==> src/sv/chained_pointer_fixup_decoder_assert.svh <==
// ----------------------------------------------------------------------------
// Assertion macros for the chained pointer fixup decoder
// Concurrent checks on clk. CPFD_ASSERT is disabled while arst_n is low;
// CPFD_ASSERT_ALWAYS is not. Both vanish when NO_ASSERTIONS is defined.
// ----------------------------------------------------------------------------
`ifndef CHAINED_POINTER_FIXUP_DECODER_ASSERT_SVH
`define CHAINED_POINTER_FIXUP_DECODER_ASSERT_SVH

`ifndef NO_ASSERTIONS
`define CPFD_ASSERT(lbl, prop) \
	lbl: assert property (@(posedge clk) disable iff (!arst_n) prop) \
		else $error("cpfd check failed");
`define CPFD_ASSERT_ALWAYS(lbl, prop) \
	lbl: assert property (@(posedge clk) prop) \
		else $error("cpfd check failed");
`else
`define CPFD_ASSERT(lbl, prop)
`define CPFD_ASSERT_ALWAYS(lbl, prop)
`endif

`endif

==> src/sv/cpfd_pkg.sv <==
// ----------------------------------------------------------------------------
// cpfd_pkg
// Shared types and constants of the chained pointer fixup decoder.
// ----------------------------------------------------------------------------
`timescale 1ns / 1ps

package cpfd_pkg;

	localparam int unsigned IMPORT_SLOTS_DEFAULT = 1024;
	localparam int unsigned ORD_W = 24;

	localparam logic [3:0] FMT_ARM64E          = 4'd1;
	localparam logic [3:0] FMT_GENERIC64       = 4'd2;
	localparam logic [3:0] FMT_GENERIC64_OFFSET = 4'd6;
	localparam logic [3:0] FMT_ARM64E_USER24   = 4'd12;

	localparam logic KIND_LOAD   = 1'b0;
	localparam logic KIND_DECODE = 1'b1;

	localparam int unsigned GENERIC_STRIDE_SH = 2;
	localparam int unsigned ARM64E_STRIDE_SH  = 3;

	typedef enum logic [1:0] {
		REG_POINTER_FORMAT = 2'd0,
		REG_ACTUAL_BASE    = 2'd1,
		REG_PREFERRED_BASE = 2'd2
	} reg_index_t;

	// arm64e slot kind, taken from the top two bits of the word.
	typedef enum logic [1:0] {
		SLOT_REBASE      = 2'b00,
		SLOT_BIND        = 2'b01,
		SLOT_AUTH_REBASE = 2'b10,
		SLOT_AUTH_BIND   = 2'b11
	} slot_kind_t;

	typedef struct packed {
		logic [3:0]  fmt;
		logic [63:0] actual_base;
		logic [63:0] slide;
	} cfg_t;

endpackage

==> src/sv/cpfd_resolve.sv <==
// ----------------------------------------------------------------------------
// cpfd_resolve
// Second stage: combines the slot word with the table data and registers
// the result for its one-cycle strobe.
// ----------------------------------------------------------------------------
`timescale 1ns / 1ps

module cpfd_resolve
	import cpfd_pkg::*;
(
	input  logic        clk,
	input  logic        arst_n,
	input  cfg_t        cfg,
	input  logic        valid_s1,
	input  logic [63:0] word_s1,
	input  logic [63:0] addr_s1,
	input  logic        bad_s1,
	input  logic [63:0] table_data,
	output logic        result_valid,
	output logic [63:0] fixed_value,
	output logic        needs_signing,
	output logic [1:0]  signing_key,
	output logic [15:0] signing_diversity,
	output logic        address_blended,
	output logic [63:0] next_slot_address,
	output logic        end_of_chain,
	output logic        ordinal_out_of_range
);

	`include "chained_pointer_fixup_decoder_assert.svh"

	logic        generic;
	slot_kind_t  skind;
	logic [63:0] op_a;
	logic [63:0] op_b;
	logic [63:0] sum;
	logic        sign;
	logic [11:0] next_delta;
	logic [63:0] step;

	logic        valid_q;
	logic [63:0] value_q;
	logic        sign_q;
	logic [1:0]  key_q;
	logic [15:0] div_q;
	logic        blend_q;
	logic [63:0] next_q;
	logic        end_q;
	logic        bad_q;

	assign generic = (cfg.fmt == FMT_GENERIC64) || (cfg.fmt == FMT_GENERIC64_OFFSET);
	assign skind   = slot_kind_t'(word_s1[63:62]);

	// Every kind comes down to one 64-bit add; only the operands differ.
	// Preferred base plus slide equals the actual base, so the authenticated
	// rebase adds its target to the actual base directly.
	always_comb begin
		op_a = '0;
		op_b = '0;
		sign = 1'b0;
		if (generic) begin
			if (!word_s1[63]) begin
				op_a = {word_s1[43:36], 20'b0, word_s1[35:0]};
				op_b = (cfg.fmt == FMT_GENERIC64_OFFSET) ? cfg.actual_base : cfg.slide;
			end else begin
				op_a = table_data;
				op_b = {56'b0, word_s1[31:24]};
			end
		end else begin
			case (skind)
				SLOT_REBASE: begin
					op_a = {word_s1[50:43], 13'b0, word_s1[42:0]};
					op_b = (cfg.fmt == FMT_ARM64E) ? cfg.slide : cfg.actual_base;
				end
				SLOT_BIND: begin
					op_a = table_data;
					op_b = {{45{word_s1[50]}}, word_s1[50:32]};
				end
				SLOT_AUTH_REBASE: begin
					op_a = {32'b0, word_s1[31:0]};
					op_b = cfg.actual_base;
					sign = 1'b1;
				end
				SLOT_AUTH_BIND: begin
					op_a = table_data;
					sign = 1'b1;
				end
				default: begin
				end
			endcase
		end
	end

	assign sum        = op_a + op_b;
	assign next_delta = generic ? word_s1[62:51] : {1'b0, word_s1[61:51]};
	assign step       = generic ? {50'b0, next_delta, 2'b0} : {49'b0, next_delta, 3'b0};

	always_ff @(posedge clk or negedge arst_n) begin
		if (!arst_n) begin
			valid_q <= 1'b0;
		end else begin
			valid_q <= valid_s1;
		end
	end

	always_ff @(posedge clk) begin
		if (valid_s1) begin
			value_q <= bad_s1 ? '0 : sum;
			sign_q  <= sign;
			key_q   <= sign ? word_s1[50:49] : 2'b00;
			div_q   <= sign ? word_s1[47:32] : 16'h0000;
			blend_q <= sign ? word_s1[48] : 1'b0;
			next_q  <= addr_s1 + step;
			end_q   <= (next_delta == '0);
			bad_q   <= bad_s1;
		end
	end

	assign result_valid         = valid_q;
	assign fixed_value          = value_q;
	assign needs_signing        = sign_q;
	assign signing_key          = key_q;
	assign signing_diversity    = div_q;
	assign address_blended      = blend_q;
	assign next_slot_address    = next_q;
	assign end_of_chain         = end_q;
	assign ordinal_out_of_range = bad_q;

	`CPFD_ASSERT(a_valid_follows_s1, valid_q |-> $past(valid_s1))
	`CPFD_ASSERT(a_bad_zero, (valid_q && bad_q) |-> (value_q == '0))
	`CPFD_ASSERT(a_unsigned_clean,
		(valid_q && !sign_q) |-> (key_q == 2'b00 && div_q == 16'h0000 && !blend_q))
	`CPFD_ASSERT(a_bad_only_bind, (valid_q && bad_q) |-> !(sign_q && !$past(word_s1[62])))

endmodule
==> config.mk <==
export PLATFORM = sky130hd
export DESIGN_NAME = cpfd_resolve
export DESIGN_NICKNAME = d
export VERILOG_FILES = /design/src/sv/cpfd_pkg.sv /design/src/sv/cpfd_resolve.sv
export VERILOG_INCLUDE_DIRS = /design/src /design/src/sv
export SDC_FILE = /design/constraint.sdc
export NUM_CORES = 1
export LEC_CHECK = 0
export BUFFER_PORTS_ARGS = -buffer_cell sky130_fd_sc_hd__buf_2
export CAP_MARGIN = 0
export CORE_AREA = 2 2 184 186
export CTS_BUF_LIST = sky130_fd_sc_hd__clkbuf_8
export DETAILED_ROUTE_END_ITERATION = 8
export DIE_AREA = 0 0 186 188
export PLACE_DENSITY = 0.73
export SYNTH_ARGS = -nofsm -noshare
export SYNTH_HDL_FRONTEND = slang
export SYNTH_SLANG_ARGS = --single-unit
==> constraint.sdc <==
create_clock -name clk -period 0.8 [get_ports clk]
set_input_delay 0.08 -clock clk [delete_from_list [all_inputs] [get_ports clk]]
set_output_delay 0.08 -clock clk [all_outputs]
set_load 0.02 [all_outputs]
After elaboration in Yosys (flattened, before gate mapping). Cells that the tools add are included.

$add $sub $neg: 2. $mul: 0. Div/mod/pow operators: 0. Order comparisons: 0. Eq/ne operators: 6. Shift operators: 0. Muxes and demuxes: 12. Bitwise operators: 0. Reductions and logical operators: 5.

Operators by type and width (number): $mux 64 (6); $pmux 64 s3 (2); $add 64x15->64 (1); $add 64x64->64 (1); $mux 15 (1); $logic_not 12->1 (1); $mux 12 (1); $eq 2x2->1 const B (2); $eq 4x1->1 const B (1); $eq 4x2->1 const B (1); $eq 4x3->1 const B (1); $reduce_or 2->1 (2); $eq 2x1->1 const B (1); $logic_not 2->1 (1); $mux 1 (2); $logic_or 1x1->1 (1).

Flip-flop bits (word level): 151. Bits in latches: 0. Bits in writable memories: 0. Memory bits (read-only): 0. Input port bits: 328. Output and inout bits: 151. Logic and storage cells: 34. Memories: 0.

Longest topological paths before layout.
Depth in word-level cells: 5. Gate-level depth with buffers: 19. Mapped depth without buffers: 15.

Worst setup path after synthesis. OpenSTA, ideal clock, no wires.

Kind: input to register. Start: in cfg[129] in the netlist's numbering. End: reg value_q[56] (netlist: fixed_value[56]) (data pin). Library setup time: 0.262 ns. Arrival time: 3.868 ns. Data required time: 0.538 ns. Path slack: -3.330 ns. Stages on the path: 17. Buffers on the path: 3. Path through: nor4b_1 -> clkbuf_1 -> and2_1 -> buf_2 -> clkbuf_1 -> a21oi_1 -> nor2_1 -> a21oi_1 -> o22ai_1 -> ha_1 -> and2_1 -> and2_1 -> and4_1 -> a221o_1 -> or4_1 -> a21oi_1 -> mux2_1.

Word-level cells in the longest chain between the ends: 5. Elaborated cells between the ends (all ways): 11. Those cells by class: add/sub: 1; eq/ne: 3; mux: 6; reduce/logical: 1.

RTL lines: start, declared (line cpfd_resolve.sv:13) `input cfg_t cfg,`; $eq 4x1->1 or $eq 4x3->1 (tied branches) (line cpfd_resolve.sv:73, cpfd_resolve.sv:51, cpfd_resolve.sv:64); $mux 64 (on tied branches) (line cpfd_resolve.sv:73, cpfd_resolve.sv:64); $pmux 64 s3 or $mux 64 (tied branches) (line cpfd_resolve.sv:70, cpfd_resolve.sv:62); $mux 64 (line cpfd_resolve.sv:61) `if (generic) begin`; $add 64x64->64 * (line cpfd_resolve.sv:94) `assign sum = op_a + op_b;`; end signal, assigned (line cpfd_resolve.sv:108) `value_q <= bad_s1 ? '0 : sum;`; end, declared (line cpfd_resolve.sv:42) `logic [63:0] value_q;`.

Every way passes the cells marked *; elsewhere a longest branch is shown, timed or not. A chain may end at the register's enable or synchronous reset.

Worst setup path after layout. Same ends and word-level chain as after synthesis.

==> impl_metrics.py <==
metrics = {
    "global_route": {
        "overflow": 0,
        "grt_start_max_net_pins": 44,
        "grt_usage_pct": 39.3,
        "antenna_found_initial": 15,
        "grt_busiest_layer": "met2",
        "use_met2_pct": 66.4,
        "grt_pass1_vias": 17900,
        "grt_pass1_wl_um": 103000,
        "use_met1_pct": 44.6,
        "grtUsageMet3_pct": 8.70,
    },
    "logic_synthesis": {
        "synthCells": 1704,
        "synthTopCellsByCount": "nand2_1, a21oi_1, nor2_1",
        "synth_edf_count": 150,
        "synth_warnings": 0,
        "syn_area_per_cell_um2": 8.14,
        "yosys-top-cells-area": "edfxtp_1, a21oi_1, ha_1, nand2_1, nor2_1",
        "synth.top_cell.area_share_pct": 32.5,
        "ys.flop_type": "edfxtp_1",
        "synth.distinct_cells": 69,
        "syn_area_um2": 13900,
        "synthArstFlopShare_pct": 0.662,
        "ys_seq_area_share_pct": 32.7,
        "yosysTopAreaCell": "edfxtp_1",
        "ys_seq_elements": 151,
        "synth_nets": 2110,
        "yosysMostFrequentCell": "nand2_1",
    },
    "power": {
        "p_per_area_nw_per_um2": 1460,
        "finalPower_mw": 36.1,
        "p_leak_nw": 11.5,
        "ir_drop_mv": 1.07,
    },
    "clock_network": {
        "cts-htree-levels": 4,
        "cts_hold_buf": 24,
        "cts_tree": "built",
        "cts_made_buffers": 17,
        "clock_path_buffers": 2,
        "root_buffer": "clkbuf_8",
        "clk_pin_slew_ns": 0.11,
        "clock-sinks": 151,
    },
    "drt": {
        "drc": 1,
        "drtPass1Iterations": 8,
        "vias": 18700,
        "ant_nets": 0,
        "drt-initial-drc-count": 1825,
        "drt_wl_total_um": 77300,
        "wl_per_cell_um": 24.7,
        "routed_via_density": 5.96,
    },
    "sta": {
        "fin_crit_sh_pct": 445,
        "slew_violations": 0,
        "rsz0062_at_grt": "true",
        "final-setup-viol-count": 285,
        "slew_headroom_pct": 31.3,
        "hold_slack_ns": -0.0840,
        "fin_crit_ns": 3.56,
        "hold_viol_final": 2,
        "worst_slew_pin_slew_ns": 1.02,
        "setup_ws_ns": -2.76,
        "fmaxAchievable_mhz": 281,
    },
    "placed_design": {
        "pre_cts_slack_ns": -3.32,
        "placed_cells": 3000,
        "port-buffer-count": 478,
        "hpwl_um": 52600,
        "place_congestion": 1.01,
    },
    "hold_path": {
        "hp-class": "in2reg",
        "min_path_cells": 2,
        "hp-start": "addr_s1[2]",
        "min_to": "next_slot_address[2]",
    },
    "worst_setup_path": {
        "end_kind": "register",
        "critPathKind": "in2reg",
        "worstPathArrival_ns": 3.83,
        "cp.required_ns": 1.07,
        "path_max_fanout": 7,
        "start_kind": "input port",
    },
    "die": {
        "ios": 479,
        "initial_core_util_pct": 41.9,
        "die_h_um": 188,
        "die-width_um": 186,
        "core-area_um2": 33100,
        "die_area_um2": 35000,
        "rows": 67,
    },
    "run_status": {
        "violations": "DRC, hold timing, setup timing",
        "outcome": "complete, but fails checks",
    },
    "finish": {
        "drive_above_1_share_pct": 51.0,
        "final-seq-area_um2": 4530,
        "multi_input_area_um2": 10900,
        "layout.cells.non_filler": 3134,
        "nNetsFinal": 3070,
        "fill_cells": 2321,
        "syn2layout_area_growth_pct": 78.2,
    },
    "flow_run": {
        "cap_viol_max_count": 0,
    },
}
kinds of logic (layout without fill, tap and decap cells):
| family | after synthesis | after routing | share of synthesized area (%) |
|---|---|---|---|
| xor gates and xnor gates | 95 | 95 | 6.00 |
| other | 1 | 10 | 0.0270 |
| buffers and inverters | 138 | 1110 | 3.95 |
| DFF | 151 | 151 | 32.7 |
| adders and majority gates | 78 | 78 | 7.15 |
| AOI/OAI and AO/OA | 499 | 500 | 21.8 |
| muxes | 82 | 82 | 6.07 |
| and+or+nand+nor | 660 | 660 | 22.4 |
metrics by stage:
stage / utilization (%) / TNS [ns] / hold slack (ns) / area (um2)
2_1_floorplan: - / -258.35 / -0.216 / 14500
3_3_place_gp: 62.7 / -327.04 / -0.145 / 20800
3_5_place_dp: 62.7 / -332.67 / -0.144 / 20800
4_1_cts: 69.9 / -295.86 / -0.101 / 23100
5_1_grt: 74.6 / -330.16 / -0.118 / 24700
6_report: 74.6 / -317.88 / -0.0840 / 24700
cells in the final DEF, fill, tap and decap left out, types with 17 or more instances in the layout:
| master | count |
|---|---|
| xor2_1 | 40 |
| a22oi_1 | 20 |
| o22ai_1 | 48 |
| nand3_1 | 19 |
| nor3_4 | 18 |
| inv_1 | 34 |
| xnor2_1 | 40 |
| nand2_2 | 17 |
| a21o_1 | 41 |
| buf_2 | 351 |
| ha_4 | 19 |
| nor2_1 | 152 |
| o21ai_1 | 17 |
| edfxtp_1 | 150 |
| o21ai_0 | 44 |
| a21oi_4 | 17 |
| clkbuf_8 | 17 |
| buf_12 | 23 |
| a21oi_2 | 42 |
| mux2i_1 | 65 |
| a21oi_1 | 139 |
| ha_1 | 55 |
| buf_4 | 452 |
| dlygate4sd3_1 | 24 |
| buf_6 | 179 |
| nand4_1 | 29 |
| nor2b_1 | 25 |
| nand2_1 | 229 |
| and2_1 | 35 |
power by group:
| part | internal [mW] | total, mW | switching, mW | leakage, nW |
|---|---|---|---|---|
| Clock | 2.59 | 6.58 | 3.98 | 0.197 |
| Sequential | 9.85 | 10.4 | 0.551 | 1.47 |
| Combinational | 9.13 | 19.1 | 9.97 | 9.89 |
metal layers:
metal	vias up	wire length [um]
li1	8149	-
met4	8	6040
met3	379	8510
met2	1328	35900
met1	8803	26800
met5	-	55
worst max-delay path, stage by stage:
cell,delay [ns]
buf_8,0.11
nor4b_4,0.32
buf_12,0.16
and2_4,0.26
buf_12,0.16
a21oi_1,0.06
nor2_1,0.13
a21oi_1,0.07
o22ai_1,0.21
buf_4,0.18
ha_4,0.22
nand2_2,0.09
nor2_2,0.06
and2_4,0.16
and4_4,0.19
a221o_1,0.36
or4_4,0.52
a21oi_2,0.17
mux2_4,0.31
registers in the layout, summed over array words and instances, names as in the netlist:
signal                cells
address_blended           1
ordinal_out_of_range      1
result_valid              1
next_slot_address        64
end_of_chain              1
signing_key               2
fixed_value              64
needs_signing             1
signing_diversity        16
worst max path at each step:
| stage | startpoint | end | slack [ns] | cells after the start |
|---|---|---|---|---|
| 6_report | cfg[129] | fixed_value[56] | -2.76 | 19 |
| 5_1_grt | cfg[129] | fixed_value[56] | -2.81 | 19 |
| 4_1_cts | cfg[131] | fixed_value[56] | -2.66 | 18 |
| 3_5_place_dp | cfg[128] | fixed_value[56] | -3.32 | 16 |
| 3_3_place_gp | cfg[131] | fixed_value[60] | -3.21 | 19 |
| 2_1_floorplan | cfg[130] | fixed_value[56] | -2.94 | 17 |
timing repair:
| item | CTS | global route |
|---|---|---|
| cloned | 11 | 0 |
| resized for setup | 246 | 393 |
| buffers inserted | 40 | 30 |
| pin swaps | 102 | 114 |
| hold endpoints to repair | 26 | 2 |
| endpoints found under the setup margin | 278 | 299 |
final cells by class:
| cell class | instances | area share (%) |
|---|---|---|
| Timing Repair Buffer | 1044 | 33.3 |
| Antenna cell | 9 | 0.0911 |
| Clock inverter | 15 | 0.638 |
| Clock buffer | 17 | 0.947 |
| Sequential cell | 151 | 18.3 |
| Tap cell | 448 | 2.27 |
| Inverter | 34 | 0.516 |
| Multi-Input combinational cell | 1416 | 43.9 |
Note: power is estimated with default switching activity, not from simulation.
