## config.mk

```make
export PLATFORM = sky130hd
export DESIGN_NAME = cpfd_cfg
export DESIGN_NICKNAME = d
export VERILOG_FILES = /design/src/sv/chained_pointer_fixup_decoder_assert.svh /design/src/sv/cpfd_pkg.sv /design/src/sv/cpfd_cfg.sv
export SDC_FILE = /design/constraint.sdc
export NUM_CORES = 1
export LEC_CHECK = 0
export ABC_CLOCK_PERIOD_IN_PS = 4450
export BUFFER_PORTS_ARGS = -buffer_cell sky130_fd_sc_hd__buf_2
export CAP_MARGIN = 20
export CORE_MARGIN = 2
export CORE_UTILIZATION = 56
export DETAILED_ROUTE_END_ITERATION = 7
export PLACE_DENSITY = 0.78
export SLEW_MARGIN = 15
export SYNTH_ARGS = -nofsm -noshare
export SYNTH_HDL_FRONTEND = slang
export SYNTH_SLANG_ARGS = --single-unit
```

## constraint.sdc

```tcl
create_clock -name clk -period 4.45 [get_ports clk]
set_input_delay 0.6675 -clock clk [delete_from_list [all_inputs] [get_ports clk]]
set_output_delay 0.6675 -clock clk [all_outputs]
set_load 0.05 [all_outputs]
```

## src/sv/chained_pointer_fixup_decoder_assert.svh

```systemverilog
// ----------------------------------------------------------------------------
// Assertion macros for the chained pointer fixup decoder
// Concurrent checks on clk. CPFD_ASSERT is disabled while arst_n is low;
// CPFD_ASSERT_ALWAYS is not. Both vanish when NO_ASSERTIONS is defined.
// ----------------------------------------------------------------------------
`ifndef CHAINED_POINTER_FIXUP_DECODER_ASSERT_SVH
`define CHAINED_POINTER_FIXUP_DECODER_ASSERT_SVH

`ifndef NO_ASSERTIONS
`define CPFD_ASSERT(lbl, prop) \
	lbl: assert property (@(posedge clk) disable iff (!arst_n) prop) \
		else $error("cpfd check failed");
`define CPFD_ASSERT_ALWAYS(lbl, prop) \
	lbl: assert property (@(posedge clk) prop) \
		else $error("cpfd check failed");
`else
`define CPFD_ASSERT(lbl, prop)
`define CPFD_ASSERT_ALWAYS(lbl, prop)
`endif

`endif

```

## src/sv/cpfd_pkg.sv

```systemverilog
// ----------------------------------------------------------------------------
// cpfd_pkg
// Shared types and constants of the chained pointer fixup decoder.
// ----------------------------------------------------------------------------
`timescale 1ns / 1ps

package cpfd_pkg;

	localparam int unsigned IMPORT_SLOTS_DEFAULT = 1024;
	localparam int unsigned ORD_W = 24;

	localparam logic [3:0] FMT_ARM64E          = 4'd1;
	localparam logic [3:0] FMT_GENERIC64       = 4'd2;
	localparam logic [3:0] FMT_GENERIC64_OFFSET = 4'd6;
	localparam logic [3:0] FMT_ARM64E_USER24   = 4'd12;

	localparam logic KIND_LOAD   = 1'b0;
	localparam logic KIND_DECODE = 1'b1;

	localparam int unsigned GENERIC_STRIDE_SH = 2;
	localparam int unsigned ARM64E_STRIDE_SH  = 3;

	typedef enum logic [1:0] {
		REG_POINTER_FORMAT = 2'd0,
		REG_ACTUAL_BASE    = 2'd1,
		REG_PREFERRED_BASE = 2'd2
	} reg_index_t;

	// arm64e slot kind, taken from the top two bits of the word.
	typedef enum logic [1:0] {
		SLOT_REBASE      = 2'b00,
		SLOT_BIND        = 2'b01,
		SLOT_AUTH_REBASE = 2'b10,
		SLOT_AUTH_BIND   = 2'b11
	} slot_kind_t;

	typedef struct packed {
		logic [3:0]  fmt;
		logic [63:0] actual_base;
		logic [63:0] slide;
	} cfg_t;

endpackage

```

## src/sv/cpfd_cfg.sv

```systemverilog
// ----------------------------------------------------------------------------
// cpfd_cfg
// Configuration registers; keeps the slide up to date on every base write.
// ----------------------------------------------------------------------------
`timescale 1ns / 1ps

module cpfd_cfg
	import cpfd_pkg::*;
(
	input  logic        clk,
	input  logic        arst_n,
	input  logic        wr_en,
	input  logic [1:0]  wr_index,
	input  logic [63:0] wr_data,
	output cfg_t        cfg
);

	logic [3:0]  fmt_q;
	logic [63:0] actual_q;
	logic [63:0] preferred_q;
	logic [63:0] slide_q;

	always_ff @(posedge clk or negedge arst_n) begin
		if (!arst_n) begin
			fmt_q       <= FMT_ARM64E;
			actual_q    <= '0;
			preferred_q <= '0;
			slide_q     <= '0;
		end else if (wr_en) begin
			case (wr_index)
				REG_POINTER_FORMAT: begin
					fmt_q <= wr_data[3:0];
				end
				REG_ACTUAL_BASE: begin
					actual_q <= wr_data;
					slide_q  <= wr_data - preferred_q;
				end
				REG_PREFERRED_BASE: begin
					preferred_q <= wr_data;
					slide_q     <= actual_q - wr_data;
				end
				default: begin
				end
			endcase
		end
	end

	assign cfg.fmt         = fmt_q;
	assign cfg.actual_base = actual_q;
	assign cfg.slide       = slide_q;

endmodule

```

Word level (Yosys, flattened, before mapping)
Cells that the tools add are included.
{ "word_totals": {"register_bits": 196, "inputBits": 69, "output_inout_bits": 132} }
{ "op_classes": {"n_addsub": 2, "n_eq_ne": 2, "mux": 1, "n_reduce_logical": 6} }
{ "ops": {"columns": ["op", "n"], "rows": [
  ["$pmux W64 S2", 1],
  ["$sub A64 B64 Y64", 2],
  ["$reduce_and A2 Y1", 4],
  ["$eq A2 B1 Y1 const B", 1],
  ["$eq A2 B2 Y1 const B", 1],
  ["$logic_not A2 Y1", 1],
  ["$reduce_bool A2 Y1", 1]
]} }

Longest topological paths before layout
Gate-level depths: netlist of the first run.
{ "logic_depth": {"ltp_word": 3, "ltp_mapped": 14, "depth_no_buf": 14} }

Worst setup path after synthesis of the first run
Ideal clock, no wire load.
{ "synth_path": {"path_kind": "input -> register", "startpoint": "input port wr_data[0]", "endpoint": "register slide_q[62]", "setup_time_ps": 126, "arrival_ps": 3316, "required_time_ps": 4324, "path_slack_ps": 1008, "stages": 14, "path_buffers": 0, "cell_sequence": "inv_1 > ha_1 > fa_1 > nand2b_1 > a21oi_1 > o21ai_1 > o221ai_2 > a31oi_2 > nor4_1 > o21a_1 > nor2_2 > o31ai_1 > xor2_1 > a221o_1"} }
{ "synth_between": {"elab_chain_cells": 2, "elab_cells_between_ends": 3, "cone_classes": "add/sub (2); mux (1)"} }
{ "synth_rtl": {"columns": ["element", "line_no", "rtl"], "rows": [
  ["start, declared", "cpfd_cfg.sv:14", "input logic [63:0] wr_data,"],
  ["$sub A64 B64 Y64, on equally long branches", "cpfd_cfg.sv:40, cpfd_cfg.sv:36", null],
  ["$pmux W64 S2 (*)", "cpfd_cfg.sv:30", "case (wr_index)"],
  ["end signal, assigned", "cpfd_cfg.sv:36", "slide_q <= wr_data - preferred_q;"],
  ["end signal, assigned", "cpfd_cfg.sv:40", "slide_q <= actual_q - wr_data;"],
  ["end, declared", "cpfd_cfg.sv:21", "logic [63:0] slide_q;"]
]} }
Every way passes the cells marked *; elsewhere a longest branch is shown, timed or not.
A chain may end at the register's enable or synchronous reset.

Worst setup path in the final report of the first run
{ "layout_path": {"startpoint": "register actual_q[0]", "endpoint": "register slide_q[62]"} }
{ "layout_between": {"elab_chain_cells": 2} }
{ "layout_rtl": {"columns": ["element", "line_no", "rtl"], "rows": [
  ["start, declared", "cpfd_cfg.sv:19", "logic [63:0] actual_q;"],
  ["start signal, assigned", "cpfd_cfg.sv:35", "actual_q <= wr_data;"],
  ["$sub A64 B64 Y64", "cpfd_cfg.sv:40", null],
  ["$pmux W64 S2", "cpfd_cfg.sv:30", null]
]} }
Every way passes these cells.

==> results of run 1 <==
[logic make-up after synthesis]
kind of cell / Yosys count / synth area share
compound gates: 686 / 0.272
flops: 196 / 0.320
xor+xnor: 115 / 0.0657
fa+ha+maj: 131 / 0.108
simple gates: 572 / 0.165
mux: 9 / 0.00621
buf+inv: 255 / 0.0637
[power breakdown]
group / internal [mW] / switching [mW]
Combinational: 1.44 / 3.27
Clock: 0.813 / 0.802
Sequential: 2.18 / 0.288
Total: 4.44 / 4.36
[synthesized netlist by cell type (11+ instances only)]
| master | count |
|---|---|
| a21oi_1 | 186 |
| xor2_1 | 48 |
| nand2b_1 | 20 |
| o21bai_1 | 27 |
| o21a_1 | 14 |
| a21o_1 | 56 |
| o21ai_1 | 31 |
| nand3_1 | 26 |
| o211ai_1 | 14 |
| nand2_1 | 311 |
| nand4_1 | 37 |
| clkbuf_1 | 73 |
| ha_1 | 129 |
| dfrtp_1 | 195 |
| nor3_1 | 13 |
| a31oi_1 | 20 |
| o21ai_0 | 243 |
| xnor2_1 | 67 |
| nor2_1 | 107 |
| buf_2 | 11 |
| nor2b_1 | 11 |
| inv_1 | 160 |
[state kept, by name (all words and copies together), names as in the netlist]
register,cells
actual_q,64
preferred_q,64
slide_q,64
fmt_q,4
[worst register-to-register path: stages, from the launching register on]
cell and delay, ps:
dfrtp_1 380, inv_1 60, ha_1 200, fa_1 380, nand2b_1 200, a21oi_1 300, o2111ai_2 310, a21oi_1 310
o211ai_2 190, a2111oi_2 490, o21ai_1 190, a21oi_1 210, o21ai_1 120, mux2i_1 140, a221o_1 260
[cell type report]
cell class | instances | area (um^2)
Fill cell | 2473 | 9740
Multi-Input combinational cell | 1513 | 9480
Sequential cell | 196 | 4910
Timing Repair Buffer | 215 | 1130
Inverter | 161 | 604
Clock buffer | 20 | 447
Tap cell | 341 | 427
Clock inverter | 12 | 133
[final timing paths]
check,slack [ps],to,cells past startpoint,startpoint
setup / recovery,610,slide_q[62],14,actual_q[0]
hold / removal,230,actual_q[7],1,arst_n
setup reg to reg,610,slide_q[62],14,actual_q[0]
hold reg to reg,480,slide_q[11],2,slide_q[11]
max in group asynchronous,3300,preferred_q[39],2,arst_n
min in group clk,480,slide_q[11],2,slide_q[11]
[layer usage]
layer | wire length [um] | share of wire | global-route usage | vias up
met5 | 0 | 0 | 0 | -
met4 | 1290 | 0.027 | 0.101 | 0
met3 | 3080 | 0.065 | 0.0371 | 94
met1 | 21600 | 0.45 | 0.470 | 7143
li1 | - | - | - | 7145
met2 | 21600 | 0.45 | 0.529 | 605
[stage by stage]
| step | power (mW) | cells | util | cell area (um^2) |
|---|---|---|---|---|
| final | 8.79 | 2458 | 0.637 | 17100 |
| after detailed placement | 7.12 | 2426 | 0.616 | 16500 |
| after floorplan | 5.88 | 1964 | - | 15300 |
| after global placement | 7.07 | 2426 | 0.616 | 16500 |
| after CTS | 8.73 | 2458 | 0.637 | 17100 |
| after global routing | 9.27 | 2458 | 0.637 | 17100 |
[cell usage in the layout (no fill, tap or decap), types with 14 or more instances in the layout]
master and count:
o21ai_1 31, nand2b_1 20, inv_1 160, nand4_1 37, ha_1 128, nand2_1 308, buf_2 199, o21ai_0 243
dfrtp_1 195, nor2_1 107, xnor2_1 67, o211ai_1 14, o21bai_1 27, o21a_1 14, a21o_1 56, clkbuf_16 17
a21oi_1 186, xor2_1 48, nand3_1 26, buf_4 14, a31oi_1 20
==> flow_summary.toml, run 1 <==
[route]
antenna_left = 0
drt_wl_total_um = 47500
dr.first_iter.drc_count = 1355
vias = 15000
first_pass_iters = 5
drc = 0
routed_via_density = 6.10
wl_per_cell_um = 19.3

[synthesis]
ys_warn_count = 0
syn_area_mm2 = 0.0153
synth_cell_types = 90
synth_edf_count = 0
synthCells = 1964
synth_top_cell_area_share = 0.318
synth.net_count = 2164
post-synth-top-area-cell = "dfrtp_1"
yosys-top-cells-area = "dfrtp_1 32%, ha_1 11%, o21ai_0 7.9%, nand2_1 7.6%, a21oi_1 6.1%"
dominantRegCellSynth = "dfrtp_1"
ys_seq_elements = 196
async_reset_ff_frac = 1.00
avgSynthCellArea_um2 = 7.80
ys_seq_area_frac = 0.320

[sta]
hold_violations = 0
fmax_mhz = 261
slew_violations = 0
relSlewSlack = 0.315
fin_crit_sh = 0.862
max_slew.worst_pin.slew_ps = 1020
fin_skew_ps = 14.4
fin_ws_ps = 615
holdWs_ps = 228
rsz0062_at_grt = "false"
setup_viol = 0
fin_setup_tns_ps = 0
min_period_ps = 3840

[grt]
grt_pass1_vias = 14100
grtUsageTotal = 0.330
grt_pass1_wl_um = 75100
overflow = 0
grt_max_degree = 128
antenna_found_initial = 0

[layout]
final_nets = 2304
antennaDiodeCount = 0
drive_gt1_frac = 0.135
syn2layout_area_growth_pct = 11.8

[run]
drv_cap = 0

[worst_setup_path]
critPathKind = "register to register"
cp_cell_sequence = "inv_1 > ha_1 > fa_1 > nand2b_1 > a21oi_1 > o2111ai_2 > a21oi_1 > o211ai_2 > a2111oi_2 > o21ai_1 > a21oi_1 > o21ai_1 > mux2i_1 > a221o_1"
crit_slowest_cell = "a2111oi_2"
start_kind = "register"
cp-end-kind = "register"
max_stage_delay_ps = 490
cp_data_required_time_ps = 4790
path_buf_inv = 1
cp_max_fo = 5
crit_family = "compound AO/OA/AOI/OAI gates"
cpMostUsedCell = "a21oi_1"
crit_arrival_ps = 4170

[floorplanning]
die_x_um = 169
fp-row-count = 60
initial_core_util = 0.570
die_area_mm2 = 0.0287
dieHeight_um = 169
ios = 201
core_mm2 = 0.0269

[power_and_ir_drop]
power_density_mw_per_mm2 = 513
worst_ir_drop_vdd_v = 0.000270
leakage_nw = 8.38

[placement]
gp_congestion = 0.966
pre_cts_ws_ps = 309
portBuffers = 200
dp_hpwl_um = 36900

[status]
status = "finished clean"

[hold_path]
hold_path_class = "primary input to async pin"

[clocking]
tritoncts = "yes"
htreeDepth = 4
cts_buffers = 17
clk_latency_ps = 460
cts-resized-gates = 0
cts_sinks = 196
cts_max_path_buffers = 2
clkTransAtPathRegs_ps = 80
postCtsSetupBuffers = 0
hold_buffers = 0
cts_root_buf = "clkbuf_16"
Note: power is estimated with default switching activity, not from simulation.
==> inputs of run 2 (changes only) <==
==> constraint.sdc (replaced) <==
create_clock -name clk -period 4.45 [get_ports clk]
set_input_delay 0.2225 -clock clk [delete_from_list [all_inputs] [get_ports clk]]
set_output_delay 0.2225 -clock clk [all_outputs]
set_load 0.05 [all_outputs]
==> flow_summary.toml, run 2 (same netlist as run 1, synthesis figures left out) <==
[sta]
rsz0062_at_grt = "false"
fin_skew_ps = 20.6
holdWs_ps = 83.7
fmax_mhz = 243
slew_violations = 0
relSlewSlack = 0.419
min_period_ps = 4120
max_slew.worst_pin.slew_ps = 869
fin_setup_tns_ps = 0
fin_crit_sh = 0.926
setup_viol = 0
hold_violations = 0

[worst_setup_path]
cp_data_required_time_ps = 4770
cpMostUsedCell = "a21oi_1"
crit_slowest_cell = "a2111oi_2"
cp_max_fo = 5
rrSetupSlack_ps = 330
path_buf_inv = 1
max_stage_delay_ps = 520
crit_family = "compound AO/OA/AOI/OAI gates"
cp.depth = 14
worstRegToRegCells = 14
r2r-end = "slide_q[62]"
cp_cell_sequence = "inv_1 > ha_1 > fa_1 > nand2b_1 > a21oi_1 > o2111ai_2 > a21oi_1 > o211ai_2 > a2111oi_2 > o21ai_1 > a21oi_1 > o21ai_1 > mux2i_1 > a221o_1"
start_kind = "register"
endpoint = "slide_q[62]"
crit_arrival_ps = 4440
cp-end-kind = "register"
startpoint = "actual_q[0]"
rr_startpoint = "actual_q[0]"
critPathKind = "register to register"

[power_and_ir_drop]
seqPwrFrac = 0.280
p_int_mw = 4.41
worst_ir_drop_vdd_v = 0.000275
power_density_mw_per_mm2 = 513
p_comb_frac = 0.538
leakage_nw = 8.37
pwr-share-clk = 0.182
p_total_mw = 8.78
swShare = 0.498
p_sw_mw = 4.37

[layout]
multi_input_area_mm2 = 0.00948
layout_commonest_cell = "nand2_1"
layout_common_cells = "308 x nand2_1, 243 x o21ai_0, 199 x buf_2, 195 x dfrtp_1, 186 x a21oi_1"
syn2layout_area_growth_pct = 11.7
drive_gt1_frac = 0.133
final_nets = 2299
largest_registers = "actual_q x64, preferred_q x64, slide_q x64"
seq_area_mm2 = 0.00491
num-fill-cells = 2441

[clocking]
clk_latency_ps = 450
postCtsSetupBuffers = 0
clkTransAtPathRegs_ps = 90
cts_max_path_buffers = 2
cts_sinks = 196
tritoncts = "yes"
cts_root_buf = "clkbuf_16"
cts_buffers = 17
htreeDepth = 4

[grt]
grt_max_degree = 128
antenna_found_initial = 1
overflow = 0
grt_pass1_wl_um = 75300
grt_pass1_vias = 14000
grtUsageTotal = 0.332

[route]
drc = 0
dr.first_iter.drc_count = 1437
drt_wl_total_um = 48000
antenna_left = 0
wl_per_cell_um = 19.6
first_pass_iters = 6
vias = 14900
routed_via_density = 6.07

[floorplanning]
die_x_um = 169
fp-row-count = 60
die_area_mm2 = 0.0287
core_mm2 = 0.0269
ios = 201
dieHeight_um = 169
initial_core_util = 0.570

[run]
drv_cap = 0

[status]
status = "finished clean"

[placement]
dp_hpwl_um = 37100
gp_congestion = 0.966
portBuffers = 200

[hold_path]
hold_path_class = "primary input to register"
## run 2: cell types whose count changed in the layout (fill, tap and decap cells not counted)
cell / before / now
clkbuf_8: 2 / 1
dlygate4sd3_1: 0 / 1
buf_16: 0 / 1
diode_2: 0 / 1
clkinv_4: 1 / 5
buf_4: 14 / 7
clkbuf_1: 2 / 1
inv_6: 6 / 3
clkinv_2: 0 / 2
clkinvlp_4: 1 / 0
## run 2: layout make-up
| cell class | instances | area share |
|---|---|---|
| diodes | 1 | 0.000146 |
| clock buffers | 18 | 0.0251 |
| clock inverters | 14 | 0.00841 |
| inverters | 161 | 0.0353 |
| multi-input cells | 1513 | 0.554 |
| flip-flops and latches | 196 | 0.287 |
| well taps | 341 | 0.0249 |
| repair buffers | 210 | 0.0654 |
## run 2: power by group through the flow
| stage | Clock [mW] | Sequential, mW | Combinational [mW] |
|---|---|---|---|
| 2_1_floorplan | 0 | 3.53 | 2.35 |
| 3_3_place_gp | 0 | 2.47 | 4.59 |
| 3_5_place_dp | 0 | 2.49 | 4.63 |
| 4_1_cts | 1.61 | 2.46 | 4.66 |
| 5_1_grt | 1.67 | 2.50 | 5.07 |
| 6_report | 1.60 | 2.46 | 4.72 |
## run 2: through the flow
stage           util  worst slack [ps]  cells  instance area (um^2)
3_5_place_dp   0.614               486   2419                 16500
3_3_place_gp   0.614               589   2419                 16500
6_report       0.637               330   2454                 17100
5_1_grt        0.637               160   2453                 17100
2_1_floorplan      -              1030   1964                 15300
4_1_cts        0.635               460   2452                 17100
## run 2: layer usage
| layer | wire length, um | vias to the layer above | track usage |
|---|---|---|---|
| met5 | 0 | - | 0 |
| met4 | 1570 | 0 | 0.106 |
| met3 | 3480 | 108 | 0.0469 |
| met2 | 21400 | 680 | 0.525 |
| met1 | 21600 | 6994 | 0.472 |
| li1 | - | 7123 | - |
## run 2: worst register-to-register path: stages, from the launching register on
cell	delay (ps)
dfrtp_1	380
inv_1	50
ha_1	200
fa_1	400
nand2b_1	190
a21oi_1	320
o2111ai_2	290
a21oi_1	440
o211ai_2	190
a2111oi_2	520
o21ai_1	210
a21oi_1	260
o21ai_1	140
mux2i_1	140
a221o_1	270
## run 2: worst min path at each step
stage,startpoint,endpoint,slack [ps],cells after the start
after global routing,wr_data[63],preferred_q[63],100,2
after CTS,wr_data[63],preferred_q[63],80,2
after global placement,arst_n,slide_q[9],460,1
after floorplan,arst_n,actual_q[0],-70,0
final,wr_data[5],preferred_q[5],80,3
after detailed placement,arst_n,slide_q[7],450,1
## run 2: what timing repair did
action,in CTS,in global routing
hold buffers,1,0
gates resized for setup,0,0
endpoints found under the hold margin,3,0
==> inputs of run 3 (changes only) <==
--- a/config.mk
+++ b/config.mk
@@ -13,4 +13,5 @@
 export DETAILED_ROUTE_END_ITERATION = 7
 export PLACE_DENSITY = 0.78
+export SETUP_SLACK_MARGIN = 0.15
 export SLEW_MARGIN = 15
 export SYNTH_ARGS = -nofsm -noshare
==> constraint.sdc (replaced) <==
create_clock -name clk -period 4.45 [get_ports clk]
set_input_delay 0.445 -clock clk [delete_from_list [all_inputs] [get_ports clk]]
set_output_delay 0.445 -clock clk [all_outputs]
set_load 0.05 [all_outputs]
==> flow_summary.toml, run 3 (same netlist as run 1, synthesis figures left out) <==
[route]
wl_per_cell_um = 19.4
vias = 14900
antenna_left = 0
routed_via_density = 6.07
first_pass_iters = 8
drc = 0
drt_wl_total_um = 47600
dr.first_iter.drc_count = 1314

[placement]
place_inst = 2420
gp_congestion = 0.979
placed_area_mm2 = 0.0165
pre_cts_ws_ps = 434
dp_hpwl_um = 37000
portBuffers = 200

[layout]
layout_commonest_cell = "nand2_1"
post-route-util = 0.635
layout_common_cells = "308 x nand2_1, 243 x o21ai_0, 199 x buf_2, 195 x dfrtp_1, 186 x a21oi_1"
fin_cells = 2452
syn2layout_area_growth_pct = 11.4
final_nets = 2298
num-fill-cells = 2411
antennaDiodeCount = 0
fin_area_mm2 = 0.0171
drive_gt1_frac = 0.134
largest_registers = "actual_q x64, preferred_q x64, slide_q x64"

[grt]
antenna_found_initial = 0
grt_pass1_vias = 14100
grt_max_degree = 110
overflow = 0
grt_pass1_wl_um = 75200
grtUsageTotal = 0.331

[worst_setup_path]
cp-end-kind = "register"
crit_arrival_ps = 4240
crit_slowest_cell = "a2111oi_2"
crit_family = "compound AO/OA/AOI/OAI gates"
critPathKind = "register to register"
cp_max_fo = 5
cp_data_required_time_ps = 4790
path_buf_inv = 1
start_kind = "register"
cpMostUsedCell = "a21oi_1"
max_stage_delay_ps = 510
cp_cell_sequence = "inv_1 > ha_1 > fa_1 > nand2b_1 > a21oi_1 > o2111ai_2 > a21oi_1 > o211ai_2 > a2111oi_2 > o21ai_1 > a21oi_1 > o21ai_1 > mux2i_1 > a221o_1"

[sta]
holdWs_ps = 73.7
fin_setup_tns_ps = 0
setup_viol = 0
rsz0062_at_grt = "false"
max_slew.worst_pin.slew_ps = 943
slew_violations = 0
fin_skew_ps = 15.5
fin_crit_sh = 0.877
fmax_mhz = 256
min_period_ps = 3900
fin_ws_ps = 548
hold_violations = 0
relSlewSlack = 0.372

[status]
status = "finished clean"

[floorplanning]
dieHeight_um = 169
ios = 201
fp-row-count = 60
die_area_mm2 = 0.0287
core_mm2 = 0.0269
die_x_um = 169
initial_core_util = 0.570

[clocking]
clkTransAtPathRegs_ps = 80
clk_latency_ps = 460
cts_buffers = 17
cts_sinks = 196
tritoncts = "yes"
postCtsSetupBuffers = 0
cts-resized-gates = 0
cts_max_path_buffers = 2
cts_root_buf = "clkbuf_16"
htreeDepth = 4
hold_buffers = 0

[hold_path]
hold_path_class = "primary input to async pin"

[power_and_ir_drop]
p_total_mw = 8.75
leakage_nw = 8.36
power_density_mw_per_mm2 = 513
worst_ir_drop_vdd_v = 0.000285

[run]
drv_cap = 0
## run 3: worst paths after layout
path | depth (start not counted) | slack [ps] | from | end
min in group clk | 3 | 290 | wr_data[12] | preferred_q[12]
worst min register to register | 2 | 470 | slide_q[6] | slide_q[6]
max in group asynchronous | 2 | 3390 | arst_n | preferred_q[38]
worst max-delay path | 14 | 550 | actual_q[0] | slide_q[62]
worst max register to register | 14 | 550 | actual_q[0] | slide_q[62]
worst min-delay path | 1 | 70 | arst_n | slide_q[7]
## run 3: metal layers
layer | global-route usage | vias up | part of all wire
met1 | 0.467 | 7005 | 0.45
li1 | - | 7124 | -
met4 | 0.108 | 0 | 0.031
met3 | 0.0429 | 101 | 0.070
met2 | 0.529 | 659 | 0.45
met5 | 0 | - | 0
## run 3: layout make-up
type	count	area (um^2)	share of cell area
clock buffers	17	425	0.0249
clock inverters	15	140	0.00821
inverters	161	604	0.0354
multi-input cells	1513	9470	0.555
flip-flops and latches	196	4910	0.288
well taps	341	427	0.0250
repair buffers	209	1090	0.0639
## run 3: power breakdown
part	internal [mW]	switching, mW	leakage, nW
Sequential	2.18	0.286	2.42
Clock	0.745	0.833	0.283
Combinational	1.43	3.28	5.66
Total	4.35	4.39	8.36
